--- config.mk ---
export PLATFORM = sky130hd
export DESIGN_NAME = countdown_seven_segment_scanner
export DESIGN_NICKNAME = d
export VERILOG_FILES = /design/src/rtl/core/cdss_pkg.sv /design/src/rtl/core/cdss_split.sv /design/src/rtl/core/cdss_view.sv /design/src/rtl/core/countdown_seven_segment_scanner.sv
export SDC_FILE = /design/constraint.sdc
export NUM_CORES = 1
export LEC_CHECK = 0
export BUFFER_PORTS_ARGS = -buffer_cell sky130_fd_sc_hd__buf_4
export CAP_MARGIN = 20
export CELL_PAD_IN_SITES_DETAIL_PLACEMENT = 1
export CELL_PAD_IN_SITES_GLOBAL_PLACEMENT = 1
export CORE_MARGIN = 10
export CORE_UTILIZATION = 30
export DETAILED_ROUTE_END_ITERATION = 10
export PLACE_DENSITY = 0.65
export SYNTH_ARGS = -nofsm -noshare
export SYNTH_HDL_FRONTEND = slang
export SYNTH_HIERARCHICAL = 1
export SYNTH_SLANG_ARGS = --single-unit
export TNS_END_PERCENT = 1
--- constraint.sdc ---
create_clock -name clk_i -period 9.4 [get_ports clk_i]
set_input_delay 0 -clock clk_i [delete_from_list [all_inputs] [get_ports clk_i]]
set_output_delay 0 -clock clk_i [all_outputs]
set_load 0.02 [all_outputs]
--- src/rtl/core/cdss_pkg.sv ---
// shared types, codes and segment constants of the countdown display scanner
`timescale 1ns / 1ps

package cdss_pkg;

  typedef enum logic [1:0] {
    OP_LOAD    = 2'd0,
    OP_TICK    = 2'd1,
    OP_DISABLE = 2'd2
  } op_e;

  typedef enum logic [1:0] {
    PH_BLANK   = 2'd0,
    PH_HOURS   = 2'd1,
    PH_MINUTES = 2'd2,
    PH_SECONDS = 2'd3
  } phase_e;

  typedef struct packed {
    logic s2_en;
    logic s3_en;
  } adv_t;

  localparam logic [7:0] SEG_BLANK    = 8'hFF;
  localparam logic [7:0] SEG_LETTER_H = 8'h8B;
  localparam logic [7:0] SEG_DOT      = 8'h7F;

  localparam int unsigned InW  = 40;
  localparam int unsigned OutW = 16;

  function automatic logic [7:0] digit_seg(input logic [3:0] d);
    logic [7:0] seg;
    case (d)
      4'd0:    seg = 8'hC0;
      4'd1:    seg = 8'hF9;
      4'd2:    seg = 8'hA4;
      4'd3:    seg = 8'hB0;
      4'd4:    seg = 8'h99;
      4'd5:    seg = 8'h92;
      4'd6:    seg = 8'h82;
      4'd7:    seg = 8'hF8;
      4'd8:    seg = 8'h80;
      4'd9:    seg = 8'h90;
      default: seg = SEG_BLANK;
    endcase
    return seg;
  endfunction

endpackage

--- src/rtl/core/cdss_split.sv ---
// two-stage split of the seconds left into hours, minutes and seconds
`timescale 1ns / 1ps

module cdss_split
  import cdss_pkg::*;
(
  input  logic        clk_i,
  input  adv_t        adv_i,
  input  logic [15:0] period_i,
  input  logic [15:0] elapsed_i,
  output logic [4:0]  hours_o,
  output logic [5:0]  minutes_o,
  output logic [5:0]  seconds_o
);

  // ceil(2^32 / 3600) and ceil(2^18 / 60), exact over the full input range
  localparam logic [20:0] KHour = 21'd1193047;
  localparam logic [12:0] KMin  = 13'd4370;

  logic [15:0] left;
  logic [36:0] hour_prod;
  logic [15:0] left_q, left_d;
  logic [4:0]  hours2_q, hours2_d;

  logic [15:0] rest_full;
  logic [11:0] rest;
  logic [23:0] min_prod;
  logic [11:0] rest_q, rest_d;
  logic [4:0]  hours3_q, hours3_d;
  logic [5:0]  min_q, min_d;
  logic [11:0] sec_full;

  always_comb begin
    left      = period_i - elapsed_i;
    hour_prod = 37'(left) * 37'(KHour);
    left_d    = left;
    hours2_d  = hour_prod[36:32];

    rest_full = left_q - (16'(hours2_q) * 16'd3600);
    rest      = rest_full[11:0];
    min_prod  = 24'(rest) * 24'(KMin);
    rest_d    = rest;
    hours3_d  = hours2_q;
    min_d     = min_prod[23:18];

    sec_full  = rest_q - (12'(min_q) * 12'd60);
  end

  always_ff @(posedge clk_i) begin
    if (adv_i.s2_en) begin
      left_q   <= left_d;
      hours2_q <= hours2_d;
    end
    if (adv_i.s3_en) begin
      rest_q   <= rest_d;
      hours3_q <= hours3_d;
      min_q    <= min_d;
    end
  end

  assign hours_o   = hours3_q;
  assign minutes_o = min_q;
  assign seconds_o = sec_full[5:0];

endmodule

--- src/rtl/core/cdss_view.sv ---
// segment and common line selection for one scan tick
`timescale 1ns / 1ps

module cdss_view
  import cdss_pkg::*;
(
  input  phase_e      phase_i,
  input  logic [1:0]  pos_i,
  input  logic [4:0]  hours_i,
  input  logic [5:0]  minutes_i,
  input  logic [5:0]  seconds_i,
  output logic [2:0]  com_mask_o,
  output logic [7:0]  segments_o
);

  logic [1:0] pos;
  logic [3:0] hour_digit;
  logic [5:0] value;
  logic [9:0] tens_prod;
  logic [2:0] tens;
  logic [5:0] ones_full;

  always_comb begin
    pos        = (pos_i > 2'd2) ? 2'd0 : pos_i;
    hour_digit = (hours_i > 5'd9) ? 4'd9 : hours_i[3:0];
    value      = (phase_i == PH_MINUTES) ? minutes_i : seconds_i;
    // value * 13 >> 7 is value / 10 for value below 64
    tens_prod  = 10'(value) * 10'd13;
    tens       = tens_prod[9:7];
    ones_full  = value - (6'(tens) * 6'd10);

    com_mask_o = 3'b100 >> pos;
    segments_o = SEG_BLANK;
    case (phase_i)
      PH_HOURS: begin
        if (pos == 2'd0) begin
          segments_o = digit_seg(hour_digit);
        end else if (pos == 2'd1) begin
          segments_o = SEG_LETTER_H;
        end
      end
      PH_MINUTES, PH_SECONDS: begin
        if (pos == 2'd0) begin
          segments_o = (value < 6'd10) ? SEG_BLANK : digit_seg({1'b0, tens});
        end else if (pos == 2'd1) begin
          segments_o = digit_seg(ones_full[3:0]);
        end else begin
          segments_o = SEG_DOT;
        end
      end
      default: segments_o = SEG_BLANK;
    endcase
  end

endmodule

--- src/rtl/core/countdown_seven_segment_scanner.sv ---
// countdown seven-segment scanner top level
//
//  channel  dir  tdata fields (low bit up)                    tuser
//  s_axis   in   period[15:0] elapsed_seconds[31:16]          operation[1:0]
//                phase[33:32], zero pad to 40
//  m_axis   out  com_mask[2:0] segments[10:3], zero pad to 16  -
//
//  an input beat passes three register stages (s1, s2, s3) and then lands in the
//  output register; one beat per cycle sustained while the output is not stalled
//  the hours and minutes splits each use one constant multiplier stage
//  load and disable beats retire without a result; stalls back up through
//  the stages, so empty stages keep taking beats while a result waits
//  reset clears the stage valid flags, the display state and the scan position
`timescale 1ns / 1ps

module countdown_seven_segment_scanner
  import cdss_pkg::*;
(
  input  logic              clk_i,
  input  logic              rst_ni,
  input  logic              s_axis_tvalid,
  output logic              s_axis_tready,
  input  logic [InW-1:0]    s_axis_tdata,   // period, elapsed_seconds, phase
  input  logic [1:0]        s_axis_tuser,   // operation
  output logic              m_axis_tvalid,
  input  logic              m_axis_tready,
  output logic [OutW-1:0]   m_axis_tdata    // com_mask, segments
);

  logic        s1_vld_q, s1_vld_d;
  op_e         s1_op_q;
  phase_e      s1_phase_q;
  logic [15:0] s1_period_q, s1_elapsed_q;

  logic        s2_vld_q, s2_vld_d;
  op_e         s2_op_q;
  phase_e      s2_phase_q;

  logic        s3_vld_q, s3_vld_d;
  op_e         s3_op_q;
  phase_e      s3_phase_q;

  logic        out_vld_q, out_vld_d;
  logic [OutW-1:0] out_data_q, out_data_d;

  logic [1:0]  pos_q, pos_d;
  logic [4:0]  hours_q, hours_d;
  logic [5:0]  minutes_q, minutes_d;
  logic [5:0]  seconds_q, seconds_d;
  logic        on_q, on_d;

  logic        out_rdy, s3_free, s2_free, s1_en, retire;
  adv_t        adv;

  logic [4:0]  new_hours;
  logic [5:0]  new_minutes, new_seconds;
  logic [2:0]  com_mask;
  logic [7:0]  segments;

  assign out_rdy       = !out_vld_q || m_axis_tready;
  assign s3_free       = !s3_vld_q || out_rdy;
  assign s2_free       = !s2_vld_q || s3_free;
  assign s1_en         = !s1_vld_q || s2_free;
  assign s_axis_tready = s1_en;
  assign adv.s2_en     = s2_free;
  assign adv.s3_en     = s3_free;
  assign retire        = s3_vld_q && out_rdy;

  cdss_split u_split (
    .clk_i     (clk_i),
    .adv_i     (adv),
    .period_i  (s1_period_q),
    .elapsed_i (s1_elapsed_q),
    .hours_o   (new_hours),
    .minutes_o (new_minutes),
    .seconds_o (new_seconds)
  );

  cdss_view u_view (
    .phase_i    (s3_phase_q),
    .pos_i      (pos_q),
    .hours_i    (hours_q),
    .minutes_i  (minutes_q),
    .seconds_i  (seconds_q),
    .com_mask_o (com_mask),
    .segments_o (segments)
  );

  always_comb begin
    s1_vld_d   = s1_en ? s_axis_tvalid : s1_vld_q;
    s2_vld_d   = s2_free ? s1_vld_q : s2_vld_q;
    s3_vld_d   = s3_free ? s2_vld_q : s3_vld_q;

    pos_d      = pos_q;
    hours_d    = hours_q;
    minutes_d  = minutes_q;
    seconds_d  = seconds_q;
    on_d       = on_q;
    out_vld_d  = out_rdy ? 1'b0 : out_vld_q;
    out_data_d = out_data_q;

    if (retire) begin
      case (s3_op_q)
        OP_LOAD: begin
          hours_d   = new_hours;
          minutes_d = new_minutes;
          seconds_d = new_seconds;
          on_d      = 1'b1;
        end
        OP_DISABLE: begin
          on_d = 1'b0;
        end
        OP_TICK: begin
          if (on_q) begin
            out_vld_d  = 1'b1;
            out_data_d = {5'd0, segments, com_mask};
            pos_d      = (pos_q >= 2'd2) ? 2'd0 : pos_q + 2'd1;
          end
        end
        default: ;
      endcase
    end
  end

  always_ff @(posedge clk_i or negedge rst_ni) begin
    if (!rst_ni) begin
      s1_vld_q  <= 1'b0;
      s2_vld_q  <= 1'b0;
      s3_vld_q  <= 1'b0;
      out_vld_q <= 1'b0;
      pos_q     <= 2'd0;
      hours_q   <= 5'd0;
      minutes_q <= 6'd0;
      seconds_q <= 6'd0;
      on_q      <= 1'b0;
    end else begin
      s1_vld_q  <= s1_vld_d;
      s2_vld_q  <= s2_vld_d;
      s3_vld_q  <= s3_vld_d;
      out_vld_q <= out_vld_d;
      pos_q     <= pos_d;
      hours_q   <= hours_d;
      minutes_q <= minutes_d;
      seconds_q <= seconds_d;
      on_q      <= on_d;
    end
  end

  always_ff @(posedge clk_i) begin
    if (s1_en) begin
      s1_op_q      <= op_e'(s_axis_tuser);
      s1_period_q  <= s_axis_tdata[15:0];
      s1_elapsed_q <= s_axis_tdata[31:16];
      s1_phase_q   <= phase_e'(s_axis_tdata[33:32]);
    end
    if (s2_free) begin
      s2_op_q    <= s1_op_q;
      s2_phase_q <= s1_phase_q;
    end
    if (s3_free) begin
      s3_op_q    <= s2_op_q;
      s3_phase_q <= s2_phase_q;
    end
    out_data_q <= out_data_d;
  end

  assign m_axis_tvalid = out_vld_q;
  assign m_axis_tdata  = out_data_q;

endmodule

== Yosys cells after proc, flatten, opt, wreduce, memory -nomap -nowiden ==
Memory sizes are Yosys's and may differ from the RTL's.
Cells that the tools add are included.
Storage, ports and cells
  logic and storage cells: 79
  memory bits (read-only): 280
  memories: 3
  flip-flop bits (word level): 113
Cells by class
  $mul: 6
  muxes and demuxes: 15
  $add $sub $neg: 5
  reductions and logical operators: 16
  $lt $le $gt $ge: 4
  eq/ne operators: 6
  shift operators: 1
Memories
  (no name shown): depth 16, bits a word 7, read ports 1, clocked after memory_dff 0, wr ports 0, RTL line cdss_pkg.sv:33  | case (d)
  (no name shown): depth 16, bits a word 7, read ports 1, clocked after memory_dff 0, wr ports 0, RTL line cdss_pkg.sv:33
  (no name shown): depth 8, bits a word 7, read ports 1, clocked after memory_dff 0, wr ports 0, RTL line cdss_pkg.sv:33
Operator list (number)
  16-bit by 21-bit multiplier with 37-bit output (second input constant): 1
  8-bit two-way mux: 4
  12-bit by 12-bit multiplier with 23-bit output (second input constant): 1
  8-bit one-hot mux with 2 select lines: 1
  16-bit subtractor: 1
  12-bit subtractor: 1
  6-bit by 4-bit multiplier with 10-bit output (second input constant): 1
  5-bit by 8-bit multiplier with 8-bit output (second input constant): 1
  7-bit two-way mux: 1
  2-bit by 1-bit equality test with 1-bit output (second input constant): 3
  2-bit equality test (second input constant): 3
  6-bit by 4-bit < comparator with 1-bit output (second input constant): 1
  6-bit by 4-bit multiplier with 4-bit output (second input constant): 1
  6-bit two-way mux: 1
  6-bit subtractor: 1
  5-bit by 4-bit greater-than comparator with 1-bit output (second input constant): 1
  1-bit logical NOT: 4
  2-bit logical NOT: 2
  1-bit logical OR: 4
  1-bit two-way mux: 4
  2-bit two-way mux: 2
  4-bit two-way mux: 1
  2-bit AND reduction: 2
  4-bit subtractor: 1
  10 further kinds: 10

== Longest topological paths before layout ==
An unclocked memory read counts as a cell.
  word-level depth: 9
  mapped depth: 32
  mapped depth without buffers: 31

== Cells and area by module ==
Netlist, hierarchy kept.
Modules (own cells, without submodules)
  cdss_split: cells each 899, instances 1, area an instance 8901.0 µm², seq. area each 1021.0 µm²
  countdown_seven_segment_scanner: cells each 121, instances 1, area an instance 2683.8 µm², seq. area each 2252.2 µm²
  cdss_view: cells each 167, instances 1, area an instance 1347.5 µm², seq. area each 0.0 µm²

== Worst setup path before layout ==
Ideal clock, no wire load.
  path kind: register -> register
  from: register s1_elapsed_q[0]
  to: register u_split.hours2_q[4] (data pin)
  data required time: 9139 ps
  library setup time: 261 ps
  arrival: 6628 ps
  cell stages (with the launch flop): 29
  path slack: 2511 ps
  path through: edfxtp_1 > ha_1 > fa_1 > nand2b_1 > a21boi_0 > o21ai_0 > a21oi_1 > a31oi_2 > xor2_2 > ha_1 > inv_1 > ha_1 > inv_1 > fa_1 > inv_1 > fa_1 > fa_1 > inv_1 > fa_1 > fa_1 > inv_1 > ha_1 > a21oi_1 > o21ai_0 > nand3_1 > a31oi_1 > a311oi_2 > xnor2_1 > xnor2_1
Between the ends
  longest elaborated chain between the ends: 2
Ends and longest elaborated chain
  start, declared: RTL line countdown_seven_segment_scanner.sv:33  | logic [15:0] s1_period_q, s1_elapsed_q;
  start signal, assigned: RTL line countdown_seven_segment_scanner.sv:153  | s1_elapsed_q <= s_axis_tdata[31:16];
  16-bit subtractor: RTL line cdss_split.sv:34  | left = period_i - elapsed_i;
  16-bit by 21-bit multiplier with 37-bit output: RTL line cdss_split.sv:35  | hour_prod = 37'(left) * 37'(KHour);
  named net u_split.hour_prod[36]: RTL line cdss_split.sv:21  | logic [36:0] hour_prod;
  end signal, assigned: RTL line cdss_split.sv:52  | hours2_q <= hours2_d;
  end, declared: RTL line cdss_split.sv:23  | logic [4:0] hours2_q, hours2_d;
The timed path passes the listed nets, and every way through them passes these cells.
A chain may end at the register's enable or synchronous reset.

== Worst setup path in the final report ==
  from: register s1_elapsed_q[0]
  to: register u_split.hours2_q[0] (data pin)
Same word-level chain as after synthesis.

==> results_dict.tcl <==
set metrics [dict create \
    critPathRequiredTime_ps 9590 \
    fin_setup_tns_ps 0 \
    die-area_um2 51800 \
    place_congestion 0.826 \
    synth_seq_area_share 0.253 \
    ys_top_cells_by_area "ha_1 28%, edfxtp_1 21%, fa_1 16%, inv_1 7.3%, dfrtp_1 4.6%" \
    cp_slowest_stage_delay_ps 570 \
    cts_tree "done" \
    vias 8779 \
    drc 0 \
    core_area_um2 42900 \
    syn_area_um2 12900 \
    slowest_stage "fa_1" \
    grt_overflow 0 \
    io_pins 64 \
    drt_pass1_iterations 4 \
    syn_area_per_cell_um2 10.9 \
    io_buffers 52 \
    synthArstFlopShare 0.212 \
    fp.dieW_um 228 \
    wirelength_um 31400 \
    fin_crit_ps 8100 \
    yosysMostFrequentCell "ha_1" \
    antenna_cells 0 \
    clkTransAtPathRegs_ps 60 \
    rsz0062_at_grt "no" \
    ant_nets 0 \
    yosys_warnings 6 \
    end_kind "flop" \
    synth-main-ff-cell "edfxtp_1" \
    syn_to_final_growth_pct 16.2 \
    grt_usage 0.128 \
    cts_setup_buffers 0 \
    synth_top_area_cell "ha_1" \
    fin_worst_skew_ps 13.0 \
    maxCapViolations 0 \
    period_share 0.862 \
    fin_nets 1733 \
    grt_pass1_wl_um 52100 \
    design_area_um2 15000 \
    cts_buffers 17 \
    worst_pin_slew_ps 968 \
    root_buffer "clkbuf_16" \
    crit_path_frequent_cell "fa_1" \
    cp_num_buf_inv 5 \
    pre_cts_slack_ps 1380 \
    hold_buffers 39 \
    hold_viol_final 0 \
    cp_max_fo 7 \
    h-tree-depth 4 \
    synth_seq_cells 113 \
    setup.worst_path.class "reg -> reg" \
    avgRoutedWirePerCell_um 16.5 \
    hold_class "in -> async" \
    max-slew-margin-rel 0.353 \
    dp_hpwl_um 26000 \
    clk_latency_ps 430 \
    report.final.slew_viol_count 0 \
    start_kind "flop" \
    start_util 0.302 \
    synth-edff-count 89 \
    cts_sinks 113 \
    post_route_cells_drive_above_1_share 0.116 \
    worstPathArrival_ps 8280 \
    fin_ws_ps 1300 \
    ys_types 83 \
    grt_pass1_vias 9862 \
    cts_resized 0 \
    syn_inst 1187 \
    first_iter_violations 270 \
    vias_per_cell 4.62 \
    cts_buffer_depth 2 \
    fmax_mhz 123 \
    synth.cells.most_frequent "285 x ha_1, 252 x inv_1, 101 x fa_1" \
    grt_max_degree 39 \
    synth_top_area_share 0.276 \
    cpLargestDelayFamily "adder cells" \
    status "finished clean" \
    worst-r2r-setup-slack_ps 1300 \
    die_h_um 228 \
    setup_viol 0 \
    dpl-instance-area_um2 14000 \
    antenna_found_initial 0 \
    rows 76 \
]
path summary, 6_finish.rpt:
check | to | start | depth (start not counted)
setup reg to reg | u_split/hours2_q[0] | s1_elapsed_q[0] | 27
max in group asynchronous | hours_q[0] | rst_ni | 2
hold reg to reg | s2_phase_q[1] | s1_phase_q[1] | 0
hold / removal | minutes_q[4] | rst_ni | 2
min in group clk_i | s1_elapsed_q[12] | s_axis_tdata[28] | 2
setup / recovery | u_split/hours2_q[0] | s1_elapsed_q[0] | 27
sequential cells by signal (all words and copies together), names as in the netlist, 5 cells and up:
| name | cells |
|---|---|
| s1_elapsed_q | 16 |
| s1_period_q | 16 |
| u_split/left_q | 12 |
| m_axis_tdata | 11 |
| minutes_q | 6 |
| seconds_q | 6 |
| u_split/minutes_o | 6 |
| u_split/rest_q | 6 |
| hours_q | 5 |
| u_split/hours2_q | 5 |
| u_split/hours_o | 5 |
worst reg2reg max path, delay by kind of cell, from the launching register on:
family                     cells  cell delay (ps)
AOI/OAI and AO/OA              9             2080
xor gates and xnor gates       2              700
adders and majority gates     10             4210
buffers and inverters          5              300
DFF                            1              420
and+or+nand+nor                1              160
cell families (layout without fill, tap and decap cells):
family | count (synthesis) | count (layout) | share of synthesized area
DFF | 113 | 113 | 0.253
other | 1 | 5 | 0.000290
adders and majority gates | 386 | 386 | 0.432
xor gates and xnor gates | 47 | 47 | 0.0350
buffers and inverters | 265 | 388 | 0.0811
muxes | 29 | 29 | 0.0277
AOI/OAI and AO/OA | 180 | 180 | 0.101
and+or+nand+nor | 166 | 166 | 0.0702
through the flow:
step	utilization	instances	hold slack [ps]
floorplan	-	1191	-296
global placement	0.328	1826	-76.2
detailed placement	0.328	1826	-70.9
CTS	0.350	1897	15.2
global route	0.351	1899	48.2
finish	0.351	1899	22.2
area by class of cell:
cell class | count | area, um2
Clock buffer | 18 | 429
Clock inverter | 14 | 141
Fill cell | 4810 | 27900
Inverter | 252 | 946
Multi-Input combinational cell | 813 | 8630
Sequential cell | 113 | 3270
Tap cell | 585 | 732
Timing Repair Buffer | 104 | 886
per-layer routing:
metal | vias to the layer above | GRT usage | part of all wire
met5 | - | 0 | 0
met1 | 4401 | 0.154 | 0.44
li1 | 4277 | - | -
met3 | 28 | 0.0214 | 0.025
met2 | 73 | 0.231 | 0.52
met4 | 0 | 0.0325 | 0.015
layout by cell type, fill, tap and decap left out, drive strengths merged, types with 24 or more instances in the layout:
cell type and count:
a21oi 49, buf 65, dfrtp 24, dlygate4sd3 39
edfxtp 89, fa 101, ha 285, inv 253
mux2 24, nand2 45, nor2 29, o21ai 32
xnor2 33
Power is not shown: default switching activity piles up to over one toggle a cycle in this logic, so the estimate is an artifact.
